[config.mk]
export PLATFORM = sky130hd
export DESIGN_NAME = gb7_conv
export DESIGN_NICKNAME = d
export VERILOG_FILES = /design/src/hdl/gb7_pkg.sv /design/src/hdl/gb7_conv.sv
export SDC_FILE = /design/constraint.sdc
export NUM_CORES = 2
export LEC_CHECK = 0
export BUFFER_PORTS_ARGS = -buffer_cell sky130_fd_sc_hd__clkbuf_2
export CAP_MARGIN = 20
export CORE_MARGIN = 2
export CORE_UTILIZATION = 63
export CTS_BUF_LIST = sky130_fd_sc_hd__clkbuf_4
export DETAILED_ROUTE_END_ITERATION = 8
export PLACE_DENSITY = 0.85
export REMOVE_ABC_BUFFERS = 1
export SKIP_LAST_GASP = 1
export SYNTH_ARGS = -nofsm -noshare
export SYNTH_HDL_FRONTEND = slang
export SYNTH_SLANG_ARGS = --single-unit
[constraint.sdc]
create_clock -name clk_i -period 12.9 [get_ports clk_i]
set_clock_uncertainty 0.05 [all_clocks]
set_input_delay 3.225 -clock clk_i [delete_from_list [all_inputs] [get_ports clk_i]]
set_output_delay 3.225 -clock clk_i [all_outputs]
set_load 0.05 [all_outputs]
[src/hdl/gb7_pkg.sv]
// ----------------------------------------------------------------------------
// gb7_pkg
// Shared types, constants and helpers of the 7x7 blur unit.
// ----------------------------------------------------------------------------
package gb7_pkg;

  localparam int unsigned MAX_SIDE  = 1024;
  localparam int unsigned KRAD      = 3;
  localparam int unsigned KDIM      = 2 * KRAD + 1;
  localparam int unsigned LB_ROWS   = KDIM - 1;

  localparam int unsigned CFG_W     = 11;
  localparam int unsigned SAMPLE_W  = 16;
  localparam int unsigned SIDE_W    = $clog2(MAX_SIDE + 1);
  localparam int unsigned COL_W     = $clog2(MAX_SIDE);
  localparam int unsigned ROW_W     = SIDE_W + 1;
  localparam int unsigned DELAY_W   = $clog2(3 * MAX_SIDE + 4);
  localparam int unsigned POS_W     = $clog2(MAX_SIDE * MAX_SIDE + 3 * MAX_SIDE + 4);
  localparam int unsigned LB_W      = LB_ROWS * SAMPLE_W;

  localparam int unsigned WGT_W     = 7;
  localparam int unsigned ROW_SUM_W = SAMPLE_W + 9;
  localparam int unsigned SUM_W     = SAMPLE_W + 11;

  localparam int unsigned DIVISOR     = 700;
  localparam int unsigned CLAMP_MAX   = 60000;
  localparam int unsigned CLAMP_SUM   = CLAMP_MAX * DIVISOR;
  localparam int unsigned DIV_IN_W    = $clog2(CLAMP_SUM);
  localparam int unsigned RECIP_SHIFT = 32;
  localparam longint unsigned RECIP   = (64'd1 << RECIP_SHIFT) / DIVISOR;
  localparam int unsigned RECIP_W     = $clog2(RECIP + 1);
  localparam int unsigned PROD_W      = DIV_IN_W + RECIP_W;
  localparam int unsigned REM_W       = $clog2(2 * DIVISOR);

  localparam int unsigned CFG_RST     = 1024;

  localparam logic [WGT_W-1:0] WEIGHT [KDIM][KDIM] = '{
    '{7'd0, 7'd0,  7'd0,   7'd5,   7'd0,   7'd0,  7'd0},
    '{7'd0, 7'd5,  7'd18,  7'd32,  7'd18,  7'd5,  7'd0},
    '{7'd0, 7'd18, 7'd64,  7'd100, 7'd64,  7'd18, 7'd0},
    '{7'd5, 7'd32, 7'd100, 7'd100, 7'd100, 7'd32, 7'd5},
    '{7'd0, 7'd18, 7'd64,  7'd100, 7'd64,  7'd18, 7'd0},
    '{7'd0, 7'd5,  7'd18,  7'd32,  7'd18,  7'd5,  7'd0},
    '{7'd0, 7'd0,  7'd0,   7'd5,   7'd0,   7'd0,  7'd0}
  };

  typedef logic [SAMPLE_W-1:0] sample_t;
  // Element k holds the sample k rows above the newest one in that column.
  typedef sample_t [KDIM-1:0] col_vec_t;
  // Index 0 is the oldest column of the window.
  typedef col_vec_t [KDIM-1:0] window_t;

  typedef struct packed {
    logic            vld;
    logic            last;
    logic [KDIM-1:0] row_ok;
    logic [KDIM-1:0] col_ok;
  } gb7_ctl_t;

  // Clip the programmed side into the supported range.
  function automatic logic [SIDE_W-1:0] eff_side(logic [CFG_W-1:0] v);
    logic [31:0] w;
    w = 32'(v);
    if (w == 32'd0) begin
      w = 32'd1;
    end else if (w > MAX_SIDE) begin
      w = MAX_SIDE;
    end
    return SIDE_W'(w);
  endfunction

  function automatic logic [DELAY_W-1:0] fill_delay(logic [SIDE_W-1:0] side);
    return DELAY_W'(32'(side) * 3 + 3);
  endfunction

endpackage

[src/hdl/gb7_conv.sv]
// ----------------------------------------------------------------------------
// gb7_conv
// Weighted window sum, clamp and divide by 700, ending in the output register.
// ----------------------------------------------------------------------------
module gb7_conv (
  input  logic                        clk_i,
  input  logic                        rst_ni,
  input  logic                        en_i,
  input  gb7_pkg::gb7_ctl_t           ctl_i,
  input  gb7_pkg::window_t            win_i,
  output logic                        out_vld_o,
  output logic [gb7_pkg::SAMPLE_W-1:0] value_o,
  output logic                        last_o
);
  import gb7_pkg::*;

  logic [ROW_SUM_W-1:0] rs_d [KDIM];
  logic [ROW_SUM_W-1:0] rs_q [KDIM];
  logic                 c_vld_q, c_last_q;
  logic [KDIM-1:0]      c_row_ok_q;

  logic [SUM_W-1:0]     sum_d, sum_q;
  logic                 d_vld_q, d_last_q;

  logic                 e_vld_q, e_last_q, e_clamp_q;
  logic [DIV_IN_W-1:0]  e_x_q;
  logic [PROD_W-1:0]    e_prod_q;

  logic                 f_vld_q, f_last_q, f_clamp_q;
  logic [DIV_IN_W-1:0]  f_x_q, f_m700_q;
  logic [SAMPLE_W-1:0]  f_q0_q;
  logic [SAMPLE_W-1:0]  q0_d;

  logic [DIV_IN_W-1:0]  rem_full;
  logic [REM_W-1:0]     rem;
  logic [SAMPLE_W-1:0]  value_d;

  logic                 out_vld_q, out_last_q;
  logic [SAMPLE_W-1:0]  out_value_q;

  // Per-row weighted sums; taps left or right of the frame drop out.
  always_comb begin
    for (int j = 0; j < KDIM; j++) begin
      rs_d[j] = '0;
      for (int i = 0; i < KDIM; i++) begin
        if (ctl_i.col_ok[i]) begin
          rs_d[j] = rs_d[j] + ROW_SUM_W'(WEIGHT[j][i]) * ROW_SUM_W'(win_i[i][KDIM-1-j]);
        end
      end
    end
  end

  always_comb begin
    sum_d = '0;
    for (int j = 0; j < KDIM; j++) begin
      if (c_row_ok_q[j]) begin
        sum_d = sum_d + SUM_W'(rs_q[j]);
      end
    end
  end

  assign q0_d     = SAMPLE_W'(e_prod_q >> RECIP_SHIFT);
  assign rem_full = f_x_q - f_m700_q;
  assign rem      = REM_W'(rem_full);

  // The reciprocal estimate is low by at most one; fix it with the remainder.
  always_comb begin
    if (f_clamp_q) begin
      value_d = SAMPLE_W'(CLAMP_MAX);
    end else if (rem >= REM_W'(DIVISOR)) begin
      value_d = f_q0_q + SAMPLE_W'(1);
    end else begin
      value_d = f_q0_q;
    end
  end

  always_ff @(posedge clk_i or negedge rst_ni) begin
    if (!rst_ni) begin
      c_vld_q   <= 1'b0;
      d_vld_q   <= 1'b0;
      e_vld_q   <= 1'b0;
      f_vld_q   <= 1'b0;
      out_vld_q <= 1'b0;
    end else if (en_i) begin
      c_vld_q   <= ctl_i.vld;
      d_vld_q   <= c_vld_q;
      e_vld_q   <= d_vld_q;
      f_vld_q   <= e_vld_q;
      out_vld_q <= f_vld_q;
    end
  end

  always_ff @(posedge clk_i) begin
    if (en_i) begin
      rs_q        <= rs_d;
      c_last_q    <= ctl_i.last;
      c_row_ok_q  <= ctl_i.row_ok;
      sum_q       <= sum_d;
      d_last_q    <= c_last_q;
      e_last_q    <= d_last_q;
      e_clamp_q   <= (sum_q >= SUM_W'(CLAMP_SUM));
      e_x_q       <= DIV_IN_W'(sum_q);
      e_prod_q    <= PROD_W'(DIV_IN_W'(sum_q)) * PROD_W'(RECIP);
      f_last_q    <= e_last_q;
      f_clamp_q   <= e_clamp_q;
      f_x_q       <= e_x_q;
      f_q0_q      <= q0_d;
      f_m700_q    <= DIV_IN_W'(DIV_IN_W'(q0_d) * DIV_IN_W'(DIVISOR));
      out_last_q  <= f_last_q;
      out_value_q <= value_d;
    end
  end

  assign out_vld_o = out_vld_q;
  assign value_o   = out_value_q;
  assign last_o    = out_last_q;

endmodule

Word level (Yosys, flattened, before mapping)

Cells that the tools add are included.

Flip-flop bits (word level): 332
Bits of input ports: 803
Output and inout port bits: 18
Word-level logic and storage cells: 119

$add $sub $neg: 30
Multipliers: 23
Magnitude comparators: 2
Mux-type cells: 35

Operators with widths:

| operator                                                                               | number |
|---|---|
| 25-bit two-way mux                                                                     | 23 |
| 25-bit by 21-bit adder with 25-bit output                                              | 10 |
| 27-bit by 25-bit adder with 27-bit output                                              | 6 |
| 27-bit two-way mux                                                                     | 6 |
| 4-bit by 16-bit multiplier with 20-bit output (first input constant)                   | 8 |
| 3-bit by 16-bit multiplier with 19-bit output (first input constant)                   | 8 |
| 25-bit by 23-bit adder with 25-bit output                                              | 5 |
| 5-bit by 16-bit multiplier with 21-bit output (first input constant)                   | 5 |
| 25-bit by 22-bit adder with 25-bit output                                              | 4 |
| 25-bit by 19-bit adder with 25-bit output                                              | 3 |
| 19-bit two-way mux                                                                     | 3 |
| 26-bit by 23-bit multiplier with 48-bit output (second input constant)                 | 1 |
| 21-bit two-way mux                                                                     | 2 |
| 27-bit by 26-bit greater-or-equal comparator with 1-bit output (second input constant) | 1 |
| 16-bit by 1-bit adder with 16-bit output (second input constant)                       | 1 |
| 16-bit by 8-bit multiplier with 9-bit output (second input constant)                   | 1 |
| 16-bit two-way mux                                                                     | 1 |
| 11-bit by 10-bit greater-or-equal comparator with 1-bit output (second input constant) | 1 |
| 11-bit subtractor                                                                      | 1 |

Longest topological paths before layout

Depth after elaboration: 14
Depth in mapped cells: 58
Depth with buffers taken out: 58

Worst setup path before layout

No wires, ideal clock.

Kind: input to register
Start: input port win_i[49] in the netlist's numbering
End: register rs_q[99] in the netlist's numbering (data pin)
Arrival: 12.673 ns
Required time: 12.591 ns
Path slack: -0.082 ns
Cell stages on the path: 54
Cells stage by stage: ha_1 -> ha_1 -> inv_1 -> fa_1 -> nor2b_1 -> o21ai_1 -> a21boi_1 -> o21a_1 -> nor3_1 -> nor3_1 -> ha_1 -> and4_1 -> or2_2 -> nor2_1 -> xnor2_1 -> nand2_1 -> o31ai_1 -> ha_1 -> [18 not listed] -> o21ai_0 -> ha_1 -> or3_1 -> o21ai_0 -> nor2_1 -> xor2_1 -> a21o_1 -> fa_1 -> ha_1 -> or3_1 -> o21ai_0 -> a21oi_1 -> a21o_1 -> a21o_1 -> nand3_1 -> nor4bb_1 -> o211ai_1 -> xnor2_1

RTL lines:

| what                 | RTL line       | RTL |
|---|---|---|
| start, declared      | gb7_conv.sv:10 | `input gb7_pkg::window_t win_i,` |
| end signal, assigned | gb7_conv.sv:95 | `rs_q <= rs_d;` |
| end, declared        | gb7_conv.sv:18 | `logic [ROW_SUM_W-1:0] rs_q [KDIM];` |

==> metrics.yaml <==
routing:
  routedWlPerCell_microns: 19.7
  wirelength_microns: 213000
  vias: 65700
  first_pass_iters: 6
  drt_iter0_markers: 4686
  post-route-drc-count: 0
  antenna_left: 0
  post_drt_via_cell_ratio: 6.08
yosys:
  synth_area_per_cell_sq_um: 8.55
  synth_ff_type: "edfxtp_1"
  seq_area_frac_synth_pct: 11.6
  yosys-top-cells-area: "ha_1, fa_1, edfxtp_1"
  synth_cells: 8469
  synth.most_common_cell: "ha_1"
  synth-edff-count: 276
  synth_top_area_cell: "ha_1"
  synthXorXnorAreaFrac_pct: 7.72
  synth_warnings: 0
  ys_async_sr_fraction_pct: 1.78
  synth-seq-cells: 281
  synth_fa_ha_area_share_pct: 38.2
  synth_top_area_share_pct: 25.2
  muxShareOfSynthArea_pct: 3.88
  synth-simple-area-share_pct: 13.1
  yosys-top-cells-count: "ha_1, inv_1, nor2_1"
  synth-compound-area-share_pct: 19.1
  synthDistinctLibCells: 102
  syn_area_sq_mm: 0.0724
  synth_top_family_by_area: "adder cells"
cts:
  cts_root_buf: "clkbuf_4"
  postCtsHoldBufs: 0
  ctsHtreeMaxLevel: 3
  insertion_delay_ns: 0.91
  cts_tree: "built"
  clkSinkCount: 281
  cts_buffers: 76
  clk_pin_slew_worst_paths_ns: 0.06
  cts_buffer_depth: 3
worst_setup_path:
  path_max_fanout: 4
  crit_arrival_ns: 13.16
  cp_slowest_cell: "fa_2"
  slowest_delay_ns: 0.50
  crit_type: "primary input to flip-flop"
  end_kind: "flip-flop"
  cp_data_required_time_ns: 13.49
  cp-start-kind: "primary input"
floorplanning:
  die-area_sq_mm: 0.118
  die_w_microns: 343
  start_util_pct: 63.4
  row_count: 124
  core_sq_mm: 0.114
  ios: 821
  die_h_microns: 343
global_route:
  grt_max_degree: 133
  overflow: 0
  antenna_found_initial: 66
  gr-usage-all-layers_pct: 35.4
  grt_pass1_wl_microns: 333000
  grt_pass1_vias: 65500
placement:
  dp.cells: 10600
  place_hpwl_microns: 180000
  gp_congestion: 0.987
  io_buffers: 500
timing:
  hold_viol_final: 0
  slew_headroom_pct: 24.9
  fin_crit_sh_pct: 97.4
  worst_slew_pin_slew_ns: 1.13
  hold_slack_ns: 0.369
  setup_viol: 0
  fmax_ghz: 0.0796
  period_needed_ns: 12.57
  grt_setup_unrepaired: "true"
  finalMaxSlewViolations: 0
job:
  maxCapViolations: 0
layout:
  layout-drive-gt1-share_pct: 13.7
  final_cells: 10800
  syn2layout_area_growth_pct: 10.6
  final_nets: 11900
  fillers: 9060
min_path:
  min_path_type: "flip-flop to flip-flop"
status:
  outcome: "finished clean"
[final cells by class]
| cell class | instances | area [sq um] | share of cell area, % |
|---|---|---|---|
| inverter | 1093 | 4100 | 5.12 |
| multi-input combinational | 6955 | 59900 | 74.8 |
| clock inverter | 36 | 215 | 0.269 |
| antenna | 39 | 97.6 | 0.122 |
| clock buffer | 101 | 758 | 0.946 |
| timing repair buffer | 792 | 4740 | 5.91 |
| sequential | 281 | 8410 | 10.5 |
| tap | 1512 | 1890 | 2.36 |
[path summary, 6_finish.rpt]
path | cells after the start | start | to | slack, ns
setup / recovery | 56 | win_i[49] | rs_q[99] | 0.33
hold / removal | 0 | c_last_q | d_last_q | 0.37
max in group asynchronous | 1 | rst_ni | out_vld_o | 10.52
setup reg to reg | 43 | c_row_ok_q[0] | sum_q[26] | 1.03
hold reg to reg | 0 | c_last_q | d_last_q | 0.37
min in group asynchronous | 1 | rst_ni | f_vld_q | 2.14
[routing by layer]
metal  track usage (%)  share of wire [%]  up-vias
li1                  -                  -    31600
met1              42.8                 40    31300
met2              60.5                 47     2177
met3              7.08                7.6      591
met4              16.2                5.1       70
met5                 0               0.21        -
[through the flow]
step           util [%]  instance area [sq um]  TNS, ns  setup WS [ns]
6_report           70.2                  80100        0          0.331
3_5_place_dp       68.7                  78500    -8.53          -1.23
3_3_place_gp       68.7                  78500    -5.52         -0.919
5_1_grt            70.2                  80100   -0.485         -0.212
2_1_floorplan         -                  71900   -0.149         -0.105
4_1_cts            69.6                  79500        0        0.00841
[state kept, by name (all words and copies together) (netlist names), 7 cells and up]
register / count
f_q0_q: 16
f_m700_q: 8
e_x_q: 9
f_x_q: 9
value_o: 16
sum_q: 27
c_row_ok_q: 7
e_prod_q: 16
rs_q: 161
[cells in the final DEF, fill, tap and decap left out, types with 294 or more instances in the layout]
cell type / n
ha_1: 1446
inv_1: 1086
nor2_1: 589
a21oi_1: 572
clkbuf_2: 494
nand2_1: 492
fa_1: 466
xnor2_1: 451
o21ai_0: 426
buf_4: 294
[repair_timing]
action | CTS | global route
gates cloned | 0 | 0
pin swaps | 3 | 33
buffers inserted | 1 | 10
resized for setup | 5 | 107
setup endpoints to repair | 3 | 9
[cell families (layout without fill, tap and decap cells)]
logic type	Yosys count	count (layout)
AOI/OAI and AO/OA	2138	2138
xor gates and xnor gates	637	637
adders and majority gates	1930	1930
buffers and inverters	1234	2022
DFF	281	281
muxes	254	254
other	1	41
and+or+nand+nor	1994	1994
[critical path: cells and delay by family]
kind	cells	cell delay, ns
XOR/XNOR	6	0.72
buffers and inverters	10	1.06
multiplexers	2	0.58
AO/OA/AOI/OAI	16	2.62
adder cells (fa/ha/maj)	11	3.23
AND/OR/NAND/NOR	11	1.69
Power is left out: the tool's default activity adds up to more than one toggle a clock period on the data nets, which glitch-free logic cannot reach.
